===== config.mk =====
export PLATFORM = sky130hd
export DESIGN_NAME = source_code_tokenizer
export DESIGN_NICKNAME = d
export VERILOG_FILES = /design/src/sct_pkg.sv /design/src/source_code_tokenizer.sv /design/src/sct_lexer.sv /design/src/sct_queue.sv
export SDC_FILE = /design/constraint.sdc
export NUM_CORES = 1
export LEC_CHECK = 0
export BUFFER_PORTS_ARGS = -buffer_cell sky130_fd_sc_hd__buf_2
export CAP_MARGIN = 40
export CORE_MARGIN = 2
export CORE_UTILIZATION = 35
export CTS_CLUSTER_DIAMETER = 120
export CTS_CLUSTER_SIZE = 10
export DETAILED_ROUTE_END_ITERATION = 12
export GPL_TIMING_DRIVEN = 0
export SLEW_MARGIN = 20
export SYNTH_ARGS = -nofsm -noshare
export SYNTH_HDL_FRONTEND = slang
export SYNTH_SLANG_ARGS = --single-unit

===== constraint.sdc =====
create_clock -name clk -period 5.35 [get_ports clk]
set_clock_uncertainty 0.05 [all_clocks]
set_input_delay 0.8025 -clock clk [delete_from_list [all_inputs] [get_ports clk]]
set_output_delay 0.8025 -clock clk [all_outputs]
set_load 0.01 [all_outputs]

===== src/sct_pkg.sv =====
// Shared types, codes and character classifiers for the source code tokenizer.
package sct_pkg;

  // Token kinds
  localparam logic [4:0] K_IDENT    = 5'd0;
  localparam logic [4:0] K_NUMBER   = 5'd1;
  localparam logic [4:0] K_STRING   = 5'd2;
  localparam logic [4:0] K_ASSIGN   = 5'd3;
  localparam logic [4:0] K_COMPARE  = 5'd4;
  localparam logic [4:0] K_OPERATOR = 5'd5;
  localparam logic [4:0] K_LPAREN   = 5'd6;
  localparam logic [4:0] K_RPAREN   = 5'd7;
  localparam logic [4:0] K_LBRACE   = 5'd8;
  localparam logic [4:0] K_RBRACE   = 5'd9;
  localparam logic [4:0] K_LBRACKET = 5'd10;
  localparam logic [4:0] K_RBRACKET = 5'd11;
  localparam logic [4:0] K_COMMA    = 5'd12;
  localparam logic [4:0] K_COLON    = 5'd13;
  localparam logic [4:0] K_SEMI     = 5'd14;
  localparam logic [4:0] K_DOT      = 5'd15;
  localparam logic [4:0] K_UNKNOWN  = 5'd16;

  // Characters with a role of their own
  localparam logic [7:0] CH_USCORE = 8'h5F;
  localparam logic [7:0] CH_DOT    = 8'h2E;
  localparam logic [7:0] CH_EQ     = 8'h3D;
  localparam logic [7:0] CH_LT     = 8'h3C;
  localparam logic [7:0] CH_GT     = 8'h3E;
  localparam logic [7:0] CH_BANG   = 8'h21;
  localparam logic [7:0] CH_PLUS   = 8'h2B;
  localparam logic [7:0] CH_MINUS  = 8'h2D;
  localparam logic [7:0] CH_STAR   = 8'h2A;
  localparam logic [7:0] CH_SLASH  = 8'h2F;
  localparam logic [7:0] CH_PCT    = 8'h25;
  localparam logic [7:0] CH_QUOTE  = 8'h22;
  localparam logic [7:0] CH_SPACE  = 8'h20;
  localparam logic [7:0] CH_TAB    = 8'h09;
  localparam logic [7:0] CH_CR     = 8'h0D;
  localparam logic [7:0] CH_LPAREN = 8'h28;
  localparam logic [7:0] CH_RPAREN = 8'h29;
  localparam logic [7:0] CH_LBRACE = 8'h7B;
  localparam logic [7:0] CH_RBRACE = 8'h7D;
  localparam logic [7:0] CH_LBRKT  = 8'h5B;
  localparam logic [7:0] CH_RBRKT  = 8'h5D;
  localparam logic [7:0] CH_COMMA  = 8'h2C;
  localparam logic [7:0] CH_COLON  = 8'h3A;
  localparam logic [7:0] CH_SEMI   = 8'h3B;

  // Result queue depth
  localparam int unsigned QDEPTH = 3;

  // Lexer modes, one-hot
  typedef enum logic [5:0] {
    M_IDLE     = 6'b000001,
    M_IDENT    = 6'b000010,
    M_NUMBER   = 6'b000100,
    M_STR_OPEN = 6'b001000,
    M_STR      = 6'b010000,
    M_OP       = 6'b100000
  } mode_t;

  // One result beat
  typedef struct packed {
    logic [4:0] kind;
    logic [7:0] ch;
    logic       has_char;
    logic       first;
    logic       last;
    logic       run_end;
  } tok_t;

  // Results of one accepted character, in order
  typedef struct packed {
    logic [1:0] n;
    tok_t       tok0;
    tok_t       tok1;
  } push_t;

  // Kind lookup with a hit flag
  typedef struct packed {
    logic       hit;
    logic [4:0] kind;
  } kind_hit_t;

  function automatic logic is_space(input logic [7:0] c);
    return (c == CH_SPACE) || ((c >= CH_TAB) && (c <= CH_CR));
  endfunction

  function automatic logic is_digit(input logic [7:0] c);
    return (c >= 8'h30) && (c <= 8'h39);
  endfunction

  function automatic logic is_alpha(input logic [7:0] c);
    return ((c >= 8'h61) && (c <= 8'h7A)) || ((c >= 8'h41) && (c <= 8'h5A));
  endfunction

  function automatic logic is_word(input logic [7:0] c);
    return is_alpha(c) || is_digit(c) || (c == CH_USCORE);
  endfunction

  function automatic logic is_op_start(input logic [7:0] c);
    return (c == CH_EQ) || (c == CH_LT) || (c == CH_GT) || (c == CH_BANG) ||
           (c == CH_PLUS) || (c == CH_MINUS) || (c == CH_STAR) ||
           (c == CH_SLASH) || (c == CH_PCT);
  endfunction

  function automatic kind_hit_t punct_kind(input logic [7:0] c);
    kind_hit_t r;
    r.hit = 1'b1;
    unique case (c)
      CH_LPAREN: r.kind = K_LPAREN;
      CH_RPAREN: r.kind = K_RPAREN;
      CH_LBRACE: r.kind = K_LBRACE;
      CH_RBRACE: r.kind = K_RBRACE;
      CH_LBRKT:  r.kind = K_LBRACKET;
      CH_RBRKT:  r.kind = K_RBRACKET;
      CH_COMMA:  r.kind = K_COMMA;
      CH_COLON:  r.kind = K_COLON;
      CH_SEMI:   r.kind = K_SEMI;
      CH_DOT:    r.kind = K_DOT;
      default: begin
        r.hit  = 1'b0;
        r.kind = K_UNKNOWN;
      end
    endcase
    return r;
  endfunction

  function automatic logic [4:0] op_single_kind(input logic [7:0] h);
    logic [4:0] k;
    if (h == CH_EQ) begin
      k = K_ASSIGN;
    end else if ((h == CH_LT) || (h == CH_GT)) begin
      k = K_COMPARE;
    end else begin
      k = K_OPERATOR;
    end
    return k;
  endfunction

  // Two-character operator formed by held char h and next char c
  function automatic kind_hit_t op_pair_kind(input logic [7:0] h, input logic [7:0] c);
    kind_hit_t r;
    r.hit  = 1'b0;
    r.kind = K_OPERATOR;
    if (h == CH_EQ) begin
      r.hit  = (c == CH_EQ);
      r.kind = K_COMPARE;
    end else if ((h == CH_LT) || (h == CH_GT)) begin
      if (c == h) begin
        r.hit  = 1'b1;
        r.kind = K_OPERATOR;
      end else begin
        r.hit  = (c == CH_EQ);
        r.kind = K_COMPARE;
      end
    end else if (h == CH_BANG) begin
      r.hit  = (c == CH_EQ);
      r.kind = K_COMPARE;
    end else begin
      r.hit  = (c == CH_EQ);
      r.kind = K_ASSIGN;
    end
    return r;
  endfunction

  // Result for the held character
  function automatic tok_t flush_tok(input mode_t m, input logic [7:0] h,
                                     input logic first, input logic last);
    tok_t t;
    if (m == M_IDENT) begin
      t.kind = K_IDENT;
    end else if (m == M_NUMBER) begin
      t.kind = K_NUMBER;
    end else if (m == M_STR) begin
      t.kind = K_STRING;
    end else begin
      t.kind = op_single_kind(h);
    end
    t.ch       = h;
    t.has_char = 1'b1;
    t.first    = first;
    t.last     = last;
    t.run_end  = 1'b0;
    return t;
  endfunction

  function automatic tok_t make_tok(input logic [4:0] kind, input logic [7:0] ch,
                                    input logic has, input logic first, input logic last);
    tok_t t;
    t.kind     = kind;
    t.ch       = ch;
    t.has_char = has;
    t.first    = first;
    t.last     = last;
    t.run_end  = 1'b0;
    return t;
  endfunction

endpackage


===== src/source_code_tokenizer.sv =====
// Top level of the source code tokenizer: lexer plus result queue.
//
//  Channel | Direction | Handshake          | Payload
//  in_     | input     | in_valid/in_stall  | in_char_in[7:0], in_end_of_input
//  out_    | output    | out_valid/out_stall| token kind, char, has_char, first, last, run_end
//
// One character is taken per cycle while in_stall is low; its zero to two results go
// into a three-entry queue and leave one beat per cycle while out_stall is low, so an
// item with two results leaves as two beats. The input stalls while two or more beats wait.
// Reset (rst_n low, synchronous) returns the lexer to idle and empties the queue.
module source_code_tokenizer (
  input  logic       clk,
  input  logic       rst_n,
  input  logic       in_valid,
  output logic       in_stall,
  input  logic [7:0] in_char_in,
  input  logic       in_end_of_input,
  output logic       out_valid,
  input  logic       out_stall,
  output logic [4:0] out_token_kind,
  output logic [7:0] out_char_out,
  output logic       out_has_char,
  output logic       out_token_first,
  output logic       out_token_last,
  output logic       out_run_end
);

  logic           take;
  logic           nearly_full;
  sct_pkg::push_t push;
  sct_pkg::tok_t  head;

  assign in_stall = nearly_full;
  assign take     = in_valid && !nearly_full;

  sct_lexer u_lexer (
    .clk          (clk),
    .rst_n        (rst_n),
    .take         (take),
    .char_in      (in_char_in),
    .end_of_input (in_end_of_input),
    .push         (push)
  );

  sct_queue u_queue (
    .clk         (clk),
    .rst_n       (rst_n),
    .push        (push),
    .nearly_full (nearly_full),
    .out_valid   (out_valid),
    .out_stall   (out_stall),
    .head        (head)
  );

  // Output fields
  assign out_token_kind  = head.kind;
  assign out_char_out    = head.ch;
  assign out_has_char    = head.has_char;
  assign out_token_first = head.first;
  assign out_token_last  = head.last;
  assign out_run_end     = head.run_end;

endmodule


===== src/sct_lexer.sv =====
// Lexer state and per-character classification producing up to two results.
module sct_lexer (
  input  logic           clk,
  input  logic           rst_n,
  input  logic           take,
  input  logic [7:0]     char_in,
  input  logic           end_of_input,
  output sct_pkg::push_t push
);

  typedef struct packed {
    logic          v;
    sct_pkg::tok_t tok;
  } cand_t;

  sct_pkg::mode_t mode_r, mode_nxt, mode1;
  logic [7:0]     hc_r, hc_nxt, hc1;
  logic           hv_r, hv_nxt, hv1;
  logic           hf_r, hf_nxt, hf1;

  cand_t             ca, cb, ce;
  logic              do_start;
  logic              cont;
  sct_pkg::kind_hit_t pair;
  sct_pkg::kind_hit_t pk;
  logic [1:0]        n;
  sct_pkg::tok_t     r0, r1;

  // Main transition on the incoming character
  always_comb begin
    mode1    = mode_r;
    hc1      = hc_r;
    hv1      = hv_r;
    hf1      = hf_r;
    ca       = '0;
    cb       = '0;
    do_start = 1'b0;
    cont     = 1'b0;
    pair     = sct_pkg::op_pair_kind(hc_r, char_in);
    pk       = sct_pkg::punct_kind(char_in);

    unique case (mode_r)
      sct_pkg::M_IDENT, sct_pkg::M_NUMBER: begin
        cont = (mode_r == sct_pkg::M_IDENT) ? sct_pkg::is_word(char_in) :
               (sct_pkg::is_digit(char_in) || (char_in == sct_pkg::CH_DOT));
        if (cont && hv_r) begin
          ca.v   = 1'b1;
          ca.tok = sct_pkg::flush_tok(mode_r, hc_r, hf_r, 1'b0);
          hc1    = char_in;
          hf1    = 1'b0;
        end else begin
          ca.v     = hv_r;
          ca.tok   = sct_pkg::flush_tok(mode_r, hc_r, hf_r, 1'b1);
          do_start = 1'b1;
        end
      end
      sct_pkg::M_STR_OPEN: begin
        if (char_in == sct_pkg::CH_QUOTE) begin
          ca.v   = 1'b1;
          ca.tok = sct_pkg::make_tok(sct_pkg::K_STRING, 8'h00, 1'b0, 1'b1, 1'b1);
          mode1  = sct_pkg::M_IDLE;
        end else begin
          mode1 = sct_pkg::M_STR;
          hc1   = char_in;
          hv1   = 1'b1;
          hf1   = 1'b1;
        end
      end
      sct_pkg::M_STR: begin
        if (char_in == sct_pkg::CH_QUOTE) begin
          ca.v   = hv_r;
          ca.tok = sct_pkg::flush_tok(mode_r, hc_r, hf_r, 1'b1);
          hv1    = 1'b0;
          mode1  = sct_pkg::M_IDLE;
        end else begin
          ca.v   = hv_r;
          ca.tok = sct_pkg::flush_tok(mode_r, hc_r, hf_r, 1'b0);
          hc1    = char_in;
          hv1    = 1'b1;
          hf1    = 1'b0;
        end
      end
      sct_pkg::M_OP: begin
        if (hv_r && pair.hit) begin
          ca.v   = 1'b1;
          ca.tok = sct_pkg::make_tok(pair.kind, hc_r, 1'b1, 1'b1, 1'b0);
          cb.v   = 1'b1;
          cb.tok = sct_pkg::make_tok(pair.kind, char_in, 1'b1, 1'b0, 1'b1);
          hv1    = 1'b0;
          mode1  = sct_pkg::M_IDLE;
        end else begin
          ca.v     = hv_r;
          ca.tok   = sct_pkg::flush_tok(mode_r, hc_r, hf_r, 1'b1);
          do_start = 1'b1;
        end
      end
      default: begin
        do_start = 1'b1;
      end
    endcase

    // Open a new token with the incoming character
    if (do_start) begin
      mode1 = sct_pkg::M_IDLE;
      hv1   = 1'b0;
      if (sct_pkg::is_space(char_in)) begin
        mode1 = sct_pkg::M_IDLE;
      end else if (sct_pkg::is_alpha(char_in) || (char_in == sct_pkg::CH_USCORE)) begin
        mode1 = sct_pkg::M_IDENT;
        hc1   = char_in;
        hv1   = 1'b1;
        hf1   = 1'b1;
      end else if (sct_pkg::is_digit(char_in)) begin
        mode1 = sct_pkg::M_NUMBER;
        hc1   = char_in;
        hv1   = 1'b1;
        hf1   = 1'b1;
      end else if (char_in == sct_pkg::CH_QUOTE) begin
        mode1 = sct_pkg::M_STR_OPEN;
      end else if (sct_pkg::is_op_start(char_in)) begin
        mode1 = sct_pkg::M_OP;
        hc1   = char_in;
        hv1   = 1'b1;
        hf1   = 1'b1;
      end else begin
        cb.v   = 1'b1;
        cb.tok = sct_pkg::make_tok(pk.hit ? pk.kind : sct_pkg::K_UNKNOWN,
                                   char_in, 1'b1, 1'b1, 1'b1);
      end
    end
  end

  // End of input closes whatever is open
  always_comb begin
    ce       = '0;
    mode_nxt = mode1;
    hc_nxt   = hc1;
    hv_nxt   = hv1;
    hf_nxt   = hf1;
    if (end_of_input) begin
      if (mode1 == sct_pkg::M_STR_OPEN) begin
        ce.v   = 1'b1;
        ce.tok = sct_pkg::make_tok(sct_pkg::K_STRING, 8'h00, 1'b0, 1'b1, 1'b1);
      end else begin
        ce.v   = hv1;
        ce.tok = sct_pkg::flush_tok(mode1, hc1, hf1, 1'b1);
      end
      mode_nxt = sct_pkg::M_IDLE;
      hv_nxt   = 1'b0;
    end
  end

  // Pack results in order and mark the last one
  always_comb begin
    n  = 2'd0;
    r0 = ca.tok;
    r1 = cb.tok;
    if (ca.v) begin
      r0 = ca.tok;
      n  = 2'd1;
    end
    if (cb.v) begin
      if (n == 2'd0) begin
        r0 = cb.tok;
      end else begin
        r1 = cb.tok;
      end
      n = n + 2'd1;
    end
    if (ce.v) begin
      if (n == 2'd0) begin
        r0 = ce.tok;
      end else begin
        r1 = ce.tok;
      end
      n = n + 2'd1;
    end
    if (n == 2'd1) begin
      r0.run_end = 1'b1;
    end else if (n == 2'd2) begin
      r1.run_end = 1'b1;
    end
    push.n    = take ? n : 2'd0;
    push.tok0 = r0;
    push.tok1 = r1;
  end

  // State registers
  always_ff @(posedge clk) begin
    if (!rst_n) begin
      mode_r <= sct_pkg::M_IDLE;
      hc_r   <= 8'h00;
      hv_r   <= 1'b0;
      hf_r   <= 1'b0;
    end else if (take) begin
      mode_r <= mode_nxt;
      hc_r   <= hc_nxt;
      hv_r   <= hv_nxt;
      hf_r   <= hf_nxt;
    end
  end

  // A held character exists exactly in the modes that hold one
  a_held_mode: assert property (@(posedge clk) disable iff (!rst_n)
    hv_r == ((mode_r == sct_pkg::M_IDENT) || (mode_r == sct_pkg::M_NUMBER) ||
             (mode_r == sct_pkg::M_STR) || (mode_r == sct_pkg::M_OP)))
    else $error("held_valid disagrees with lexer mode");

  // End of input leaves the lexer idle
  a_eoi_idle: assert property (@(posedge clk) disable iff (!rst_n)
    take && end_of_input |=> (mode_r == sct_pkg::M_IDLE) && !hv_r)
    else $error("lexer not idle after end of input");

  // A pending operator is always settled by the next character
  a_op_resolves: assert property (@(posedge clk) disable iff (!rst_n)
    take && (mode_r == sct_pkg::M_OP) && hv_r |-> push.n != 2'd0)
    else $error("held operator produced no result");

endmodule


===== src/sct_queue.sv =====
// Three-entry result queue: takes up to two beats per cycle, sends one.
module sct_queue (
  input  logic           clk,
  input  logic           rst_n,
  input  sct_pkg::push_t push,
  output logic           nearly_full,
  output logic           out_valid,
  input  logic           out_stall,
  output sct_pkg::tok_t  head
);

  sct_pkg::tok_t q_r   [sct_pkg::QDEPTH];
  sct_pkg::tok_t q_nxt [sct_pkg::QDEPTH];
  logic [1:0]    cnt_r, cnt_nxt, cnt_p;
  logic          pop;

  assign out_valid   = (cnt_r != 2'd0);
  assign pop         = out_valid && !out_stall;
  assign head        = q_r[0];
  // Room for two beats only when at most one is queued
  assign nearly_full = (cnt_r >= 2'd2);

  // Shift out on pop, then append new beats behind what remains
  always_comb begin
    for (int i = 0; i < sct_pkg::QDEPTH - 1; i++) begin
      q_nxt[i] = pop ? q_r[i+1] : q_r[i];
    end
    q_nxt[sct_pkg::QDEPTH-1] = q_r[sct_pkg::QDEPTH-1];
    cnt_p = cnt_r - {1'b0, pop};
    if (push.n != 2'd0) begin
      q_nxt[cnt_p] = push.tok0;
    end
    if ((push.n == 2'd2) && ((cnt_p + 2'd1) < 2'(sct_pkg::QDEPTH))) begin
      q_nxt[cnt_p + 2'd1] = push.tok1;
    end
    cnt_nxt = cnt_p + push.n;
  end

  always_ff @(posedge clk) begin
    if (!rst_n) begin
      cnt_r <= 2'd0;
    end else begin
      cnt_r <= cnt_nxt;
    end
  end

  // Payload storage, no reset needed
  always_ff @(posedge clk) begin
    q_r <= q_nxt;
  end

  // Beats only arrive when there is room for them
  a_no_overflow: assert property (@(posedge clk) disable iff (!rst_n)
    push.n != 2'd0 |-> cnt_r <= 2'd1)
    else $error("result queue overflow");

  a_depth: assert property (@(posedge clk) disable iff (!rst_n)
    cnt_r <= 2'(sct_pkg::QDEPTH))
    else $error("result queue count out of range");

  // A stalled head stays put
  a_head_hold: assert property (@(posedge clk) disable iff (!rst_n)
    out_valid && out_stall |=> out_valid && $stable(head))
    else $error("stalled result changed");

endmodule


Yosys cells after proc, flatten, opt, wreduce, memory -nomap -nowiden
Index checks and enable logic that the tools add are counted.
{"block": "totals", "ff_bits": 69, "in_bits": 13, "out_inout_bits": 19, "word_cells": 223}
{"block": "op_classes", "n_addsub": 5, "n_lt_le_gt_ge": 14, "eq_ne": 42, "n_mux": 101, "bitwise_logic": 2, "n_reduce_logical": 36}
{"operator": "2-to-1 mux 18 bit", "n": 13}
{"operator": "== test 8 x 6 -> 1 bit, second input constant", "n": 24}
{"operator": "2-to-1 mux 17 bit", "n": 10}
{"operator": "bitwise mux 51 bit", "n": 2}
{"operator": "2-to-1 mux 51 bit", "n": 2}
{"operator": "2-to-1 mux 6 bit", "n": 12}
{"operator": "case mux 18 bit (4 select lines)", "n": 1}
{"operator": "demux 17 bit (select 2 bit)", "n": 2}
{"operator": "2-to-1 mux 8 bit", "n": 8}
{"operator": "case mux 5 bit (10 select lines)", "n": 1}
{"operator": "2-to-1 mux 5 bit", "n": 9}
{"operator": "== test 8 x 7 -> 1 bit, second input constant", "n": 5}
{"operator": "2-to-1 mux 1 bit", "n": 29}
{"operator": "case mux 6 bit (3 select lines)", "n": 1}
{"operator": "greater-or-equal comparator 8 x 7 -> 1 bit, second input constant", "n": 2}
{"operator": "less-or-equal comparator 8 x 7 -> 1 bit, second input constant", "n": 2}
{"operator": "logical OR 1 bit", "n": 16}
{"operator": "case mux 8 bit (2 select lines)", "n": 1}
{"operator": "== test 6 x 2 -> 1 bit, second input constant", "n": 2}
{"operator": "== test 6 x 3 -> 1 bit, second input constant", "n": 2}
{"operator": "== test 6 x 4 -> 1 bit, second input constant", "n": 2}
{"operator": "== test 6 x 5 -> 1 bit, second input constant", "n": 2}
{"operator": "2-to-1 mux 2 bit", "n": 6}
{"operator": "logical AND 1 bit", "n": 11}
{"operator": "other kinds (24)", "n": 35}

Logic depth before layout (Yosys ltp)
{"block": "depth", "word_depth": 31, "mapped_depth": 18}

Modules after synthesis
Synthesis repeated with hierarchy kept, for this count alone.
{"block": "unflattened", "hier_cells": 736, "area_unflattened_um2": 5516.5}
{"module": "sct_queue", "n_inst": 1, "cells_per_inst": 343, "area_per_inst_um2": 2890.3}
{"module": "sct_lexer", "n_inst": 1, "cells_per_inst": 392, "area_per_inst_um2": 2612.5}
{"module": "source_code_tokenizer", "n_inst": 1, "cells_per_inst": 1, "area_per_inst_um2": 13.8}

Worst setup path after synthesis
No wires, ideal clock.
{"block": "synth_timing", "path_type": "input to register", "from": "input port in_char_in[4]", "to": "register u_queue.q_r (netlist bit u_queue.head[1])", "setup_ns": 0.126, "arrival_time_ns": 4.468, "path_slack_ns": 0.706, "stages": 17, "cell_sequence": "buf_2 > nor4b_4 > nand4_1 > a21oi_2 > a21oi_1 > o31ai_2 > o21ai_1 > inv_1 > ha_1 > inv_1 > nor4_2 > buf_2 > a221o_1 > buf_2 > nand3_1 > o211ai_1 > o21ai_0"}
{"element": "from (decl)", "line_no": "source_code_tokenizer.sv:16", "rtl": "input logic [7:0] in_char_in,"}
{"element": "to (signal assigned)", "line_no": "sct_queue.sv:49", "rtl": "q_r <= q_nxt;"}
{"element": "to (decl)", "line_no": "sct_queue.sv:12", "rtl": "sct_pkg::tok_t q_r [sct_pkg::QDEPTH];"}

==> impl_metrics.csv <==
group,metric,value,unit
clocking,root_buffer,"clkbuf_16",
clocking,clock_sinks,69,
timing,setup_viol,0,
global_routing,grt_pass1_vias,5129,
floorplanning,rows,45,
critical_path,start_kind,"input port",
finish,insertedDiodeCount,0,
clocking,h-tree-depth,3,
floorplanning,start_util,35.8,%
critical_path,reg2reg_slack,0.62,ns
logic_synthesis,synth_area_leader_cell,"dfxtp_1",
clocking,clkTransAtPathRegs,0.06,ns
logic_synthesis,postSynthAreaPerCell,7.36,um^2
outcome,outcome,"complete, no violations",
timing,fin_setup_tns,0,ns
timing,clock.fmax,201,MHz
logic_synthesis,yosys-top-cells-area,"dfxtp_1, nand2_1, o21ai_0",
critical_path,cp_max_fo,10,
floorplanning,die_height,128,um
logic_synthesis,synthCells,736,
critical_path,worstRegToRegCells,15,
timing,rsz0062_at_grt,"false",
timing,slew_headroom,26.6,%
timing,worst_slew_pin_slew,1.10,ns
timing,fin_crit,4.97,ns
place,dp.cells,952,
clocking,clk_latency,0.34,ns
global_routing,overflow,0,
floorplanning,io_pins,32,
detailed_routing,ant_nets,0,
clocking,cts_tree,"built",
floorplanning,die_area,0.0165,mm^2
critical_path,rr_endpoint,"u_queue.head[4]",
logic_synthesis,yosysSeqAreaShare,25.5,%
hold_path,hold_class,"reg -> reg",
logic_synthesis,ys_ff_latch,69,
finish,areaGrowthSynthToFinish,13.7,%
floorplanning,fp.dieW,128,um
place,gp_congestion,0.948,
place,dpl.hpwl,14200,um
job,drv_cap,0,
timing,hold_viol_final,0,
logic_synthesis,syn-num-nets,753,
logic_synthesis,async_flop_share,0,%
detailed_routing,drtIter0Drc,525,
critical_path,worstSetupEndpointType,"flip-flop",
critical_path,critPathKind,"in -> reg",
logic_synthesis,synth_common_cells,"nand2_1, dfxtp_1, nor2_1, o21ai_0, nand3_1",
global_routing,grt_max_degree,12,
finish,instances_no_fill,969,
detailed_routing,route.vias.total,5730,
power_and_ir_drop,power_leakage,2.52,nW
logic_synthesis,yosys.cell_types.count,83,
finish,layout.nets,794,
logic_synthesis,synth.top_cell.area_share,25.5,%
logic_synthesis,synth_area,0.00542,mm^2
global_routing,grt_usage,22.7,%
power_and_ir_drop,powerDensity,417,mW/mm^2
critical_path,crit_required,5.51,ns
logic_synthesis,synth_warnings,0,
detailed_routing,routed_wl,18600,um
critical_path,crit_path_start,"in_char_in[0]",
clocking,clockBufferDepth,2,
critical_path,r2r-start,"u_lexer.mode_r[5]",
finish,postLayoutCoreUtil,40.7,%
place,portBuffers,28,
logic_synthesis,synth_most_common_cell,"nand2_1",
detailed_routing,firstDrtPassIters,5,
finish,layout-drive-gt1-share,17.2,%
logic_synthesis,synthFlopType,"dfxtp_1",
detailed_routing,drc,0,
timing,slew_viol_final,0,
global_routing,antenna_found_initial,0,
power_and_ir_drop,ir_drop,0.175,mV
critical_path,arrival,5.14,ns
detailed_routing,viasPerCell,5.91,
detailed_routing,wire_per_inst,19.2,um
critical_path,endpoint,"u_queue.head[4]",
clocking,numCtsBuffers,9,
floorplanning,core-area,0.0151,mm^2
logic_synthesis,synth_edf_count,0,
timing,period_share,93.0,%
global_routing,grt_pass1_wl,29300,um
-- per-layer routing --
metal	track usage (%)	up-vias	routed length, um
met5	0	-	0
met4	10.3	0	733
met3	3.53	50	1200
met2	34.9	243	8180
met1	31.4	2661	8460
li1	-	2776	-
-- flip-flops by register name, summed over array words and instances, names as in the netlist --
signal,flops
u_queue.cnt_r,2
u_queue.head,17
u_lexer.hv_r,1
u_lexer.hf_r,1
u_lexer.hc_r,8
u_queue.q_r,34
u_lexer.mode_r,6
-- through the flow --
stage	total power (W)	cell area (um^2)	worst slack, ns	hold slack, ns
5_1_grt	0.00275	6160	0.0924	0.456
3_3_place_gp	0.00189	5800	-0.531	0.421
6_report	0.00257	6160	0.376	0.439
4_1_cts	0.00257	6130	0.103	0.434
3_5_place_dp	0.00190	5800	-0.537	0.426
2_1_floorplan	0.00162	5420	0.706	0.401
-- power by group --
part	switching (W)	total, W	internal, W
Sequential	0.000111	0.000843	0.000731
Combinational	0.000575	0.00106	0.000486
Clock	0.000235	0.000667	0.000432
-- placed cells by master (no fill, tap or decap), drive strengths merged, types with 5 or more instances in the layout --
cell and n:
a21o 6, a21oi 27, a22o 5, a22oi 5
a31oi 9, a32oi 6, and2 5, and3 11
buf 71, clkbuf 37, dfxtp 69, inv 18
mux2 8, mux2i 19, nand2 120, nand2b 8
nand3 40, nor2 59, nor3 22, nor4 14
o211ai 29, o21a 5, o21ai 61, o22ai 15
or2 15, or3 6, or4 5, or4b 6
xor2 9
-- worst min path at each step --
stage                               start               to  slack [ns]  depth (start not counted)
after detailed placement  u_queue.q_r[15]  u_queue.q_r[15]        0.43                          2
after floorplan           u_queue.q_r[15]  u_queue.q_r[15]        0.40                          2
after global routing      u_queue.q_r[15]  u_queue.q_r[15]        0.46                          2
after global placement    u_queue.q_r[15]  u_queue.q_r[15]        0.42                          2
final                     u_queue.q_r[15]  u_queue.q_r[15]        0.44                          2
after CTS                 u_queue.q_r[15]  u_queue.q_r[15]        0.43                          2
-- cells by family after synthesis --
group / Yosys count / synth area share [%]
adder cells (fa/ha/maj): 4 / 0.923
XOR/XNOR: 12 / 1.94
AND/OR/NAND/NOR: 331 / 31.6
AO/OA/AOI/OAI: 209 / 27.0
flip-flops: 69 / 25.5
multiplexers: 27 / 5.17
buffers and inverters: 84 / 7.89
-- worst max-delay path: stages --
cell and delay, ns:
clkbuf_1 0.33, nand2_1 0.16, nor4_1 0.66, a21o_1 0.26, o32ai_4 0.14, o31ai_4 0.40
o21ai_4 0.16, inv_1 0.15, ha_1 0.36, inv_1 0.12, nor4_2 0.38, buf_2 0.30
a221o_1 0.29, buf_2 0.31, nand3_1 0.11, o211ai_1 0.10, o21ai_0 0.11
-- final cells by class --
class,count,area (um^2)
inverters,18,67.6
plain buffers,66,360
clock buffers,12,256
repair buffers,30,155
well taps,188,235
multi-input cells,583,3640
clock inverters,3,68.8
flip-flops and latches,69,1380
fillers,1577,8980
-- what timing repair did --
item / CTS / global route
hold buffers: 0 / 0
setup endpoints to repair: 38 / 51
gates resized for setup: 2 / 2
pin swaps: 0 / 1
setup buffers: 0 / 2
No activity file was read; power rests on OpenSTA's default activity.
